===== config.mk =====
export PLATFORM = sky130hd
export DESIGN_NAME = md5_hash_engine
export DESIGN_NICKNAME = d
export VERILOG_FILES = /design/src/rtl/core/md5_pkg.sv /design/src/rtl/core/md5_buf_ram.sv /design/src/rtl/core/md5_core.sv /design/src/rtl/core/md5_hash_engine.sv
export SDC_FILE = /design/constraint.sdc
export NUM_CORES = 2
export LEC_CHECK = 0
export BUFFER_PORTS_ARGS = -buffer_cell sky130_fd_sc_hd__buf_4
export CORE_MARGIN = 10
export CORE_UTILIZATION = 55
export DETAILED_ROUTE_END_ITERATION = 12
export HOLD_SLACK_MARGIN = 0.03
export PLACE_DENSITY_LB_ADDON = 0.3
export SLEW_MARGIN = 20
export SYNTH_ARGS = -nofsm -noshare
export SYNTH_HDL_FRONTEND = slang
export SYNTH_SLANG_ARGS = --single-unit
export TNS_END_PERCENT = 5

===== constraint.sdc =====
create_clock -name aclk -period 15.6 [get_ports aclk]
set_input_delay 3.12 -clock aclk [delete_from_list [all_inputs] [get_ports aclk]]
set_output_delay 3.12 -clock aclk [all_outputs]
set_load 0.01 [all_outputs]

===== src/rtl/core/md5_pkg.sv =====
// Shared types, constants and round functions for the MD5 hash engine.
// Used by md5_buf_ram, md5_core and md5_hash_engine; depends on nothing else.
package md5_pkg;

    typedef struct packed {
        logic       op;
        logic [7:0] data_byte;
    } md5_in_t;

    typedef struct packed {
        logic [63:0] digest_high;
        logic [63:0] digest_low;
    } md5_out_t;

    localparam logic OP_ABSORB = 1'b0;
    localparam logic OP_FINISH = 1'b1;

    // How the message words of a block are formed from the buffer memory.
    typedef enum logic [1:0] {
        BLK_DATA,
        BLK_PAD,
        BLK_PAD_LEN,
        BLK_LEN
    } md5_blk_mode_t;

    typedef struct packed {
        md5_blk_mode_t mode;
        logic [5:0]    pad_pos;
        logic [63:0]   bit_len;
    } md5_blk_t;

    localparam logic [5:0] LEN_POS   = 6'd56;
    localparam logic [5:0] LAST_POS  = 6'd63;
    localparam logic [7:0] PAD_BYTE  = 8'h80;

    localparam logic [31:0] IV [4] = '{
        32'h67452301, 32'hefcdab89, 32'h98badcfe, 32'h10325476
    };

    localparam logic [31:0] ROUND_K [64] = '{
        32'hd76aa478, 32'he8c7b756, 32'h242070db, 32'hc1bdceee,
        32'hf57c0faf, 32'h4787c62a, 32'ha8304613, 32'hfd469501,
        32'h698098d8, 32'h8b44f7af, 32'hffff5bb1, 32'h895cd7be,
        32'h6b901122, 32'hfd987193, 32'ha679438e, 32'h49b40821,
        32'hf61e2562, 32'hc040b340, 32'h265e5a51, 32'he9b6c7aa,
        32'hd62f105d, 32'h02441453, 32'hd8a1e681, 32'he7d3fbc8,
        32'h21e1cde6, 32'hc33707d6, 32'hf4d50d87, 32'h455a14ed,
        32'ha9e3e905, 32'hfcefa3f8, 32'h676f02d9, 32'h8d2a4c8a,
        32'hfffa3942, 32'h8771f681, 32'h6d9d6122, 32'hfde5380c,
        32'ha4beea44, 32'h4bdecfa9, 32'hf6bb4b60, 32'hbebfbc70,
        32'h289b7ec6, 32'heaa127fa, 32'hd4ef3085, 32'h04881d05,
        32'hd9d4d039, 32'he6db99e5, 32'h1fa27cf8, 32'hc4ac5665,
        32'hf4292244, 32'h432aff97, 32'hab9423a7, 32'hfc93a039,
        32'h655b59c3, 32'h8f0ccc92, 32'hffeff47d, 32'h85845dd1,
        32'h6fa87e4f, 32'hfe2ce6e0, 32'ha3014314, 32'h4e0811a1,
        32'hf7537e82, 32'hbd3af235, 32'h2ad7d2bb, 32'heb86d391
    };

    localparam logic [4:0] ROT_AMT [16] = '{
        5'd7, 5'd12, 5'd17, 5'd22, 5'd5, 5'd9, 5'd14, 5'd20,
        5'd4, 5'd11, 5'd16, 5'd23, 5'd6, 5'd10, 5'd15, 5'd21
    };

    // Message word used by a round.
    function automatic logic [3:0] msg_index(input logic [5:0] rnd);
        logic [3:0] i;
        logic [3:0] g;
        i = rnd[3:0];
        case (rnd[5:4])
            2'd0:    g = i;
            2'd1:    g = 4'(i * 4'd5 + 4'd1);
            2'd2:    g = 4'(i * 4'd3 + 4'd5);
            default: g = 4'(i * 4'd7);
        endcase
        return g;
    endfunction

    function automatic logic [4:0] rot_amount(input logic [5:0] rnd);
        return ROT_AMT[{rnd[5:4], rnd[1:0]}];
    endfunction

    function automatic logic [31:0] round_f(input logic [5:0] rnd, input logic [31:0] b,
                                            input logic [31:0] c, input logic [31:0] d);
        logic [31:0] f;
        case (rnd[5:4])
            2'd0:    f = (b & c) | (~b & d);
            2'd1:    f = (d & b) | (~d & c);
            2'd2:    f = b ^ c ^ d;
            default: f = c ^ (b | ~d);
        endcase
        return f;
    endfunction

    function automatic logic [31:0] rotl32(input logic [31:0] v, input logic [4:0] s);
        logic [63:0] dbl;
        dbl = {v, v} << s;
        return dbl[63:32];
    endfunction

endpackage


===== src/rtl/core/md5_buf_ram.sv =====
// Block buffer memory: sixteen 32-bit words, byte-lane writes, registered read.
// Depends on md5_pkg for nothing but house consistency of the import.
module md5_buf_ram
    import md5_pkg::*;
(
    input  logic        aclk,
    input  logic        wr_en,
    input  logic [3:0]  wr_addr,
    input  logic [1:0]  wr_lane,
    input  logic [7:0]  wr_data,
    input  logic [3:0]  rd_addr,
    output logic [31:0] rd_data
);

    logic [31:0] mem [16];

    always_ff @(posedge aclk) begin
        if (wr_en) begin
            mem[wr_addr][{wr_lane, 3'b000} +: 8] <= wr_data;
        end
        rd_data <= mem[rd_addr];
    end

endmodule


===== src/rtl/core/md5_core.sv =====
// MD5 compression unit: one round per cycle over words read from md5_buf_ram.
// Holds the chaining value; forms padding and length bytes on the read path.
// Depends on md5_pkg.
module md5_core
    import md5_pkg::*;
(
    input  logic        aclk,
    input  logic        aresetn,
    input  logic        start,
    input  md5_blk_t    blk,
    input  logic        reinit,
    input  logic [31:0] rd_word,
    output logic [3:0]  rd_addr,
    output logic        busy,
    output logic        done,
    output md5_out_t    digest
);

    typedef enum logic [1:0] {
        C_IDLE,
        C_RUN,
        C_FIN
    } core_state_t;

    core_state_t state_reg;
    logic [5:0]  rnd_reg;
    logic [31:0] a_reg, b_reg, c_reg, d_reg;
    logic [31:0] cv_reg [4];
    md5_blk_t    blk_reg;

    logic [31:0] msg_word;
    logic [31:0] sum;
    logic [31:0] b_next;

    // Word for this round: memory data, overridden by the padding byte, zero
    // fill past the message and the bit length in the last eight bytes.
    always_comb begin
        logic [5:0] ad;
        logic [7:0] bt;
        logic [3:0] g;
        g = msg_index(rnd_reg);
        msg_word = '0;
        for (int k = 0; k < 4; k++) begin
            ad = {g, 2'(k)};
            bt = rd_word[8*k +: 8];
            if (blk_reg.mode == BLK_PAD || blk_reg.mode == BLK_PAD_LEN) begin
                if (ad == blk_reg.pad_pos) begin
                    bt = PAD_BYTE;
                end else if (ad > blk_reg.pad_pos) begin
                    bt = '0;
                end
            end else if (blk_reg.mode == BLK_LEN) begin
                bt = '0;
            end
            if ((blk_reg.mode == BLK_PAD_LEN || blk_reg.mode == BLK_LEN) && ad >= LEN_POS) begin
                bt = blk_reg.bit_len[{ad[2:0], 3'b000} +: 8];
            end
            msg_word[8*k +: 8] = bt;
        end
    end

    assign sum    = a_reg + round_f(rnd_reg, b_reg, c_reg, d_reg) + ROUND_K[rnd_reg] + msg_word;
    assign b_next = b_reg + rotl32(sum, rot_amount(rnd_reg));

    // The read for the next round is issued while the current one computes.
    assign rd_addr = (state_reg == C_RUN) ? msg_index(rnd_reg + 6'd1) : 4'd0;

    assign busy = (state_reg != C_IDLE);
    assign done = (state_reg == C_FIN);
    assign digest.digest_low  = {cv_reg[1], cv_reg[0]};
    assign digest.digest_high = {cv_reg[3], cv_reg[2]};

    always_ff @(posedge aclk) begin
        if (!aresetn) begin
            state_reg <= C_IDLE;
            rnd_reg   <= '0;
            for (int i = 0; i < 4; i++) begin
                cv_reg[i] <= IV[i];
            end
        end else begin
            unique case (state_reg)
                C_IDLE: begin
                    if (reinit) begin
                        for (int i = 0; i < 4; i++) begin
                            cv_reg[i] <= IV[i];
                        end
                    end
                    if (start) begin
                        a_reg     <= cv_reg[0];
                        b_reg     <= cv_reg[1];
                        c_reg     <= cv_reg[2];
                        d_reg     <= cv_reg[3];
                        blk_reg   <= blk;
                        rnd_reg   <= '0;
                        state_reg <= C_RUN;
                    end
                end
                C_RUN: begin
                    a_reg   <= d_reg;
                    d_reg   <= c_reg;
                    c_reg   <= b_reg;
                    b_reg   <= b_next;
                    rnd_reg <= rnd_reg + 6'd1;
                    if (rnd_reg == LAST_POS) begin
                        state_reg <= C_FIN;
                    end
                end
                C_FIN: begin
                    cv_reg[0] <= cv_reg[0] + a_reg;
                    cv_reg[1] <= cv_reg[1] + b_reg;
                    cv_reg[2] <= cv_reg[2] + c_reg;
                    cv_reg[3] <= cv_reg[3] + d_reg;
                    state_reg <= C_IDLE;
                end
                default: begin
                    state_reg <= C_IDLE;
                end
            endcase
        end
    end

endmodule


===== src/rtl/core/md5_hash_engine.sv =====
// MD5 hash engine top level: byte intake, padding control and digest output.
// Depends on md5_pkg, md5_buf_ram and md5_core.
// An absorb that fills a block holds s_ready low while the core compresses it: 64 rounds,
// one per cycle, then the chaining add. A finish returns its digest once the padded block,
// or both blocks when padding needs two, is compressed and the output register is free.
// aresetn (synchronous) loads the initial chaining value and clears the count; the buffer
// memory is not cleared, since only written bytes are ever used.
module md5_hash_engine
    import md5_pkg::*;
(
    input  logic     aclk,
    input  logic     aresetn,
    input  logic     s_valid,
    output logic     s_ready,
    input  md5_in_t  s_data,
    output logic     m_valid,
    input  logic     m_ready,
    output md5_out_t m_data
);

    typedef enum logic [1:0] {
        ST_IDLE,
        ST_COMP,
        ST_SECOND,
        ST_DRAIN
    } top_state_t;

    top_state_t  state_reg;
    logic [60:0] count_reg;
    logic [5:0]  pos_reg;
    logic [63:0] len_reg;
    logic        second_reg;
    logic        final_reg;
    logic        m_valid_reg;
    md5_out_t    out_reg;

    logic        s_accept;
    logic [5:0]  cur_pos;
    logic        core_start;
    md5_blk_t    core_blk;
    logic        core_busy;
    logic        core_done;
    logic        core_reinit;
    logic [3:0]  rd_addr;
    logic [31:0] rd_word;
    md5_out_t    chain;
    logic        out_free;

    // Transactions are taken only while no compression runs. Because the buffer
    // is written only in ST_IDLE and read only while the core runs, reads and
    // writes never touch the same word in the same cycle: no forwarding needed.
    assign s_ready  = (state_reg == ST_IDLE);
    assign s_accept = s_valid && s_ready;
    assign cur_pos  = count_reg[5:0];
    assign out_free = !m_valid_reg || m_ready;

    assign m_valid = m_valid_reg;
    assign m_data  = out_reg;

    // The digest is moved into the output register only once the previous one
    // has gone; the chaining value is reloaded in the same cycle.
    assign core_reinit = (state_reg == ST_DRAIN) && out_free;

    // Start requests to the core. A full data block starts on the absorb that
    // fills it. A finish starts the padded block: when the 0x80 byte falls in
    // the last eight bytes, the length needs a second block of its own.
    always_comb begin
        core_start       = 1'b0;
        core_blk.mode    = BLK_DATA;
        core_blk.pad_pos = cur_pos;
        core_blk.bit_len = {count_reg, 3'b000};
        if (state_reg == ST_SECOND) begin
            core_start       = 1'b1;
            core_blk.mode    = BLK_LEN;
            core_blk.pad_pos = pos_reg;
            core_blk.bit_len = len_reg;
        end else if (s_accept) begin
            if (s_data.op == OP_FINISH) begin
                core_start    = 1'b1;
                core_blk.mode = (cur_pos >= LEN_POS) ? BLK_PAD : BLK_PAD_LEN;
            end else if (cur_pos == LAST_POS) begin
                core_start = 1'b1;
            end
        end
    end

    md5_buf_ram u_ram (
        .aclk    (aclk),
        .wr_en   (s_accept && (s_data.op == OP_ABSORB)),
        .wr_addr (cur_pos[5:2]),
        .wr_lane (cur_pos[1:0]),
        .wr_data (s_data.data_byte),
        .rd_addr (rd_addr),
        .rd_data (rd_word)
    );

    md5_core u_core (
        .aclk    (aclk),
        .aresetn (aresetn),
        .start   (core_start),
        .blk     (core_blk),
        .reinit  (core_reinit),
        .rd_word (rd_word),
        .rd_addr (rd_addr),
        .busy    (core_busy),
        .done    (core_done),
        .digest  (chain)
    );

    // Control sequence. The byte count is cleared as soon as a finish is taken;
    // the position and bit length it gave are kept for the second, length-only block.
    always_ff @(posedge aclk) begin
        if (!aresetn) begin
            state_reg   <= ST_IDLE;
            count_reg   <= '0;
            second_reg  <= 1'b0;
            final_reg   <= 1'b0;
            m_valid_reg <= 1'b0;
        end else begin
            // A new digest takes the output register in the cycle the old one
            // leaves; otherwise valid drops once the digest is taken.
            if (core_reinit) begin
                m_valid_reg <= 1'b1;
            end else if (m_ready) begin
                m_valid_reg <= 1'b0;
            end
            unique case (state_reg)
                ST_IDLE: begin
                    if (s_accept) begin
                        if (s_data.op == OP_FINISH) begin
                            pos_reg    <= cur_pos;
                            len_reg    <= {count_reg, 3'b000};
                            count_reg  <= '0;
                            final_reg  <= 1'b1;
                            second_reg <= (cur_pos >= LEN_POS);
                            state_reg  <= ST_COMP;
                        end else begin
                            count_reg <= count_reg + 61'd1;
                            if (cur_pos == LAST_POS) begin
                                final_reg  <= 1'b0;
                                second_reg <= 1'b0;
                                state_reg  <= ST_COMP;
                            end
                        end
                    end
                end
                ST_COMP: begin
                    if (core_done) begin
                        if (second_reg) begin
                            state_reg <= ST_SECOND;
                        end else if (final_reg) begin
                            state_reg <= ST_DRAIN;
                        end else begin
                            state_reg <= ST_IDLE;
                        end
                    end
                end
                ST_SECOND: begin
                    second_reg <= 1'b0;
                    state_reg  <= ST_COMP;
                end
                ST_DRAIN: begin
                    if (out_free) begin
                        out_reg     <= chain;
                        final_reg   <= 1'b0;
                        state_reg   <= ST_IDLE;
                    end
                end
                default: begin
                    state_reg <= ST_IDLE;
                end
            endcase
        end
    end

    a_start_idle: assert property (@(posedge aclk) disable iff (!aresetn)
        core_start |-> !core_busy)
        else $error("core started while a compression is running");

    a_done_in_comp: assert property (@(posedge aclk) disable iff (!aresetn)
        core_done |-> (state_reg == ST_COMP))
        else $error("core finished a block outside the compression state");

    a_result_clean: assert property (@(posedge aclk) disable iff (!aresetn)
        $rose(m_valid_reg) |-> (count_reg == '0) && ($past(state_reg) == ST_DRAIN))
        else $error("digest presented without a completed finish");

    a_full_block: assert property (@(posedge aclk) disable iff (!aresetn)
        (s_accept && (s_data.op == OP_ABSORB) && (cur_pos == LAST_POS)) |=>
            (state_reg == ST_COMP) && core_busy)
        else $error("filled block did not start a compression");

endmodule

### Word-level counts from Yosys, hierarchy flattened

Memory sizes are Yosys's and may differ from the RTL's. A register that Yosys moved wholly into a read port is not among the register bits.
Index checks and enable logic that the tools add are counted.

* bits in latches: 0
* output and inout port bits: 130
* flip-flop bits (word level): 466
* memory bits (read-only): 2128
* memory bits (writable): 640
* memories: 4
* input bits: 13

Memory list
* (no name shown): words 64, width 32, rd ports 1, clocked after memory_dff 0, write ports 0, line md5_core.sv:62 `assign sum = a_reg + round_f(rnd_reg, b_reg, c_reg, d_reg) + ROUND_K[rnd_reg] + msg_word;`
* u_ram.mem: words 16, width 32, rd ports 1, clocked after memory_dff 1, write ports 1, line md5_buf_ram.sv:15 `logic [31:0] mem [16];`
* u_core.cv_reg: words 4, width 32, rd ports 4, clocked after memory_dff 0, write ports 4, line md5_core.sv:28 `logic [31:0] cv_reg [4];`
* (no name shown): words 16, width 5, rd ports 1, clocked after memory_dff 0, write ports 0, line md5_pkg.sv:79 `return ROT_AMT[{rnd[5:4], rnd[1:0]}];`

* shift operators: 7
* multiplexer cells: 86
* bitwise gates (word level): 23
* equality and inequality tests: 24
* divide/modulo/power cells: 0
* order comparisons: 11
* reduce and logical (&&, ||, !) cells: 29
* add/subtract/negate cells: 15
* multiply operators: 6

Operators with widths (count)
* 32-bit 2-to-1 mux: 15
* 32-bit adder: 8
* 32-bit one-hot mux with 2 select lines: 4
* 64-bit by 7-bit variable part select with 8-bit output: 4
* 8-bit 2-to-1 mux: 20
* 32-bit AND: 4
* 32-bit bitwise OR: 3
* 32-bit one-hot mux with 3 select lines: 1
* 32-bit bitwise XOR: 3
* 70-bit 2-to-1 mux: 1
* 32-bit inverter: 2
* 64-bit by 5-bit << shifter with 64-bit output: 1
* 61-bit by 1-bit adder with 61-bit output (second input constant): 1
* 61-bit 2-to-1 mux: 1
* 8-bit by 7-bit variable shift with 32-bit output (first input constant): 1
* 8-bit by 7-bit variable part select with 32-bit output: 1
* 6-bit >= comparator (second input constant): 5
* 6-bit equality test: 4
* 6-bit > comparator: 4
* 2-bit 2-to-1 mux: 12
* 4-bit one-hot mux with 3 select lines: 2
* 1-bit 2-to-1 mux: 21
* 4-bit by 3-bit multiplier with 4-bit output (second input constant): 4
* 2-bit equality test (second input constant): 7
* other kinds (31): 72

### Depth between registers and ports, before layout

* depth in word-level cells: 12
* depth in mapped cells: 52
* gate-level depth less buffers: 48

### Cells and area by module

Synthesis repeated with hierarchy kept, for this count alone.

* cells, all modules: 5427
* area, all modules: 61023.5 sq um

Modules (own cells, without submodules)
* md5_core: area an instance 30894.6 sq um, times used 1, seq. area each 9689.3 sq um, cells an instance 3687
* md5_buf_ram: area an instance 20404.6 sq um, times used 1, seq. area each 16015.4 sq um, cells an instance 953
* md5_hash_engine: area an instance 9724.3 sq um, times used 1, seq. area each 6996.7 sq um, cells an instance 787

### Worst setup path before layout

No wires, ideal clock.

* path kind: register -> register
* start point: register u_core.rnd_reg[2]
* end point: register u_core.b_reg[30], data pin
* cell stages (with the launch flop): 51
* library setup time: 0.269 ns
* required time: 15.331 ns
* data arrival time: 11.434 ns
* clock period less this slack: 11.702 ns
* slack: 3.898 ns
* cell sequence: dfxtp_1 > buf_4 > clkinv_1 > clkbuf_1 > clkbuf_1 > ha_1 > fa_1 > xnor2_1 > or3_1 > o2111ai_1 > o21a_1 > ha_1 > and3_1 > a221o_1 > nor3_1 > or2_2 > and2_1 > clkbuf_1 > [15 not listed] > mux2i_1 > mux2i_1 > nand2_1 > o21ai_0 > ha_1 > fa_1 > a21o_1 > a21oi_1 > o21bai_1 > a31o_2 > a41oi_1 > o311ai_0 > a31oi_1 > o21ai_0 > a211oi_1 > a21oi_1 > xnor2_1 > o21ai_0

* word-level cells in the longest chain between the ends: 12
* elaborated cells between the ends (all ways): 47

RTL lines
* from (decl): line md5_core.sv:26 `logic [5:0] rnd_reg;`
* from (signal assigned): line md5_core.sv:103 `rnd_reg <= rnd_reg + 6'd1;`
* 4-bit by 2-bit multiplier with 4-bit output or 4-bit by 3-bit multiplier with 4-bit output (tied branches): line md5_pkg.sv:72, md5_pkg.sv:71
* 4-bit by 3-bit adder with 4-bit output or 4-bit by 1-bit adder with 4-bit output (tied branches): line md5_pkg.sv:72, md5_pkg.sv:71
* 4-bit one-hot mux with 3 select lines: line md5_pkg.sv:69 `case (rnd[5:4])`
* 6-bit > comparator: line md5_core.sv:49 `end else if (ad > blk_reg.pad_pos) begin`
* 8-bit 2-to-1 mux: line md5_core.sv:49
* 8-bit 2-to-1 mux: line md5_core.sv:47 `if (ad == blk_reg.pad_pos) begin`
* 8-bit 2-to-1 mux: line md5_core.sv:46 `if (blk_reg.mode == BLK_PAD || blk_reg.mode == BLK_PAD_LEN) begin`
* 8-bit 2-to-1 mux: line md5_core.sv:55 `if ((blk_reg.mode == BLK_PAD_LEN || blk_reg.mode == BLK_LEN) && ad >= LEN_POS) begin`
* 32-bit adder (*): line md5_core.sv:62
* 64-bit by 5-bit << shifter with 64-bit output (*): line md5_pkg.sv:96 `dbl = {v, v} << s;`
* 32-bit adder (*): line md5_core.sv:63 `assign b_next = b_reg + rotl32(sum, rot_amount(rnd_reg));`
* 32-bit one-hot mux with 2 select lines (*): line md5_core.sv:81 `unique case (state_reg)`
* to (signal assigned): line md5_core.sv:90 `b_reg <= cv_reg[1];`
* to (signal assigned): line md5_core.sv:102 `b_reg <= b_next;`
* to (decl): line md5_core.sv:27 `logic [31:0] a_reg, b_reg, c_reg, d_reg;`

Mark *: on every way between the ends. The rest lies on a longest branch, timed or not. The select of a mux whose other input is x is not followed.
A chain may end at the register's enable or synchronous reset.

### Worst setup path after layout

Same ends and word-level chain as after synthesis.

==> reports/results.ini <==
[power]
ir_worst_vdd_mv=0.125
p_leak_nw=25.0
power_per_cell_area_nw_per_um2=131

[timing]
worstMarginPinSlew_ps=1120
fin_skew_ps=70.7
hold_viol_final=0
rsz0062_at_grt=false
tns_ps=0
fmax_ghz=0.0762
setup_viol=0
fin_crit_ps=13130
slew_headroom_pct=24.8
post-route-period-util_pct=84.1
maxSlewViolCount=0

[clock_tree]
cts_buffers=112
htree_levels=3
root_buffer=clkbuf_16
cts_resized=0
cts_sinks=1126
cts.path.max_buffers=3
cts_tree=built
insertion_delay_ps=760
cts_setup_buffers=0
clkTransAtPathRegs_ps=60
cts.hold.buffers_added=0

[final_layout]
largest_register_ffs=512
nets=6195
fillers=8926
drive_gt1_share_pct=8.00
final_area_um2=67500
area_growth_pct=10.1
n_antenna_cell=0

[floorplan]
die-area_um2=125000
core_um2=111000
io_pins=143
start_util_pct=55.4
num_rows=122
die_h_um=354
die_width_um=354

[yosys]
ys_top_cells_by_area=edfxtp_1, nand2_1, ha_1, dfxtp_1, a21oi_1
synth_top_area_cell=edfxtp_1
syn-instance-count=5884
synthMuxAreaShare_pct=2.08
synth_top_family_by_area=compound AO/OA/AOI/OAI gates
avgSynthCellArea_um2=10.4
syn_area_um2=61300
synth_top_area_share_pct=48.4
synth-simple-area-share_pct=14.6
async_reset_ff_share_pct=0
synth_cell_types=91
synth_common_cells=nand2_1, edfxtp_1, nor2_1
ys_seq_area_share_pct=52.9
synth_compound_area_share_pct=15.9
synth_fa_ha_area_share_pct=7.63
synth_warnings=0
syn_nets=6203
synth-main-ff-cell=edfxtp_1
synth_edf_count=988
yosysMostFrequentCell=nand2_1
ys_ff_latch=1126
synth_xor_area_share_pct=3.62

[critical_path]
max_stage_delay_ps=560
path_common_cell=fa_1
required_ps=16060
reg2regPathDepth=46
path_max_fanout=113
cp-start-kind=flip-flop
arrival_ps=13580
slowest_stage=clkinv_1
crit_type=reg -> reg
critPathCaptureType=flip-flop

[detailed_routing]
vias=46500
first_pass_iters=8
viasPerCell=6.23
avgRoutedWirePerCell_um=24.3
routed_wirelength_um=181000
drtIter0Drc=5341
detail-route-antenna-nets=0
drc=0

[placed_design]
placement.cell_area_um2=63700
portBuffers=142
place_congestion=1.02
post-dp-hpwl_um=129000

[global_routing]
grtUsageMet1_pct=35.8
antenna_found_initial=3
grt_usage_pct=28.0
grt_util_met3_pct=4.73
overflow=0
grt-busiest-layer=met2
met2_usage_pct=44.3
grt_start_max_net_pins=191
grt_pass1_vias=44000
grt_first_pass_wirelength_um=272000

[run_status]
status=completed

[job]
drv_cap=0

[min_path]
whs_path_depth=0
hold_class=reg -> reg

routing by layer:
metal  vias up  wire length [um]
met5         -                12
met4         2             13200
met3       499             14600
met2      2080             82400
met1     22400             71200
li1      21500                 -
worst max-delay path: cells and delay by family (launching register included):
family          cells  cell delay (ps)
buf+inv             3              990
simple gates        8             1790
mux                 3              880
fa+ha+maj           9             3620
xor+xnor            3              510
flops               1              340
compound gates     20             4630
cell type report:
class,instances,area [um^2],area share (%)
clock inverter,62,698,1.03
sequential,1126,32400,48.0
timing repair buffer,205,1610,2.38
inverter,199,747,1.11
multi-input combinational,4232,27100,40.1
tap,1488,1860,2.76
clock buffer,150,3110,4.60
cells by family (layout without fill, tap and decap cells):
| logic type | count (synthesis) | count (layout) |
|---|---|---|
| AO/OA/AOI/OAI | 1508 | 1508 |
| XOR/XNOR | 250 | 250 |
| adder cells (fa/ha/maj) | 337 | 337 |
| buffers and inverters | 526 | 616 |
| flip-flops | 1126 | 1126 |
| multiplexers | 105 | 105 |
| AND/OR/NAND/NOR | 2032 | 2032 |
power breakdown:
group          switching (mW)  internal, mW  leakage, nW  total, mW
logic                    1.64          1.06         13.0       2.71
clock network            1.18          1.59         1.83       2.76
registers              0.0801          3.32         10.2       3.40
total                    2.90          5.96         25.0       8.87
placed cells by master (no fill, tap or decap), types with 82 or more instances in the layout:
master and instances:
a211oi_1 194, a21o_1 82, a21oi_1 381, a31oi_1 162
and2_1 171, buf_4 199, clkbuf_16 114, dfxtp_1 134
edfxtp_1 988, ha_1 234, inv_1 193, nand2_1 1043
nand3_1 109, nor2_1 393, o21ai_0 292, xnor2_1 107
xor2_1 138
per-stage QoR:
stage	power (mW)	utilization, %	setup slack [ps]	instances	hold slack, ps
6_report	8.87	61.0	2470	7462	481
3_3_place_gp	6.05	57.5	3100	7247	457
5_1_grt	9.28	61.0	1760	7462	503
2_1_floorplan	5.42	-	3900	5884	420
3_5_place_dp	6.09	57.5	2900	7247	468
4_1_cts	8.84	61.0	2790	7459	482
worst paths after layout:
path                                         from               end  slack [ps]
worst max-delay path            u_core.rnd_reg[2]  u_core.b_reg[30]        2470
worst min register to register      count_reg[55]       len_reg[58]         480
worst max register to register  u_core.rnd_reg[2]  u_core.b_reg[30]        2470
worst min-delay path                count_reg[55]       len_reg[58]         480
Note: power is estimated with default switching activity, not from simulation.
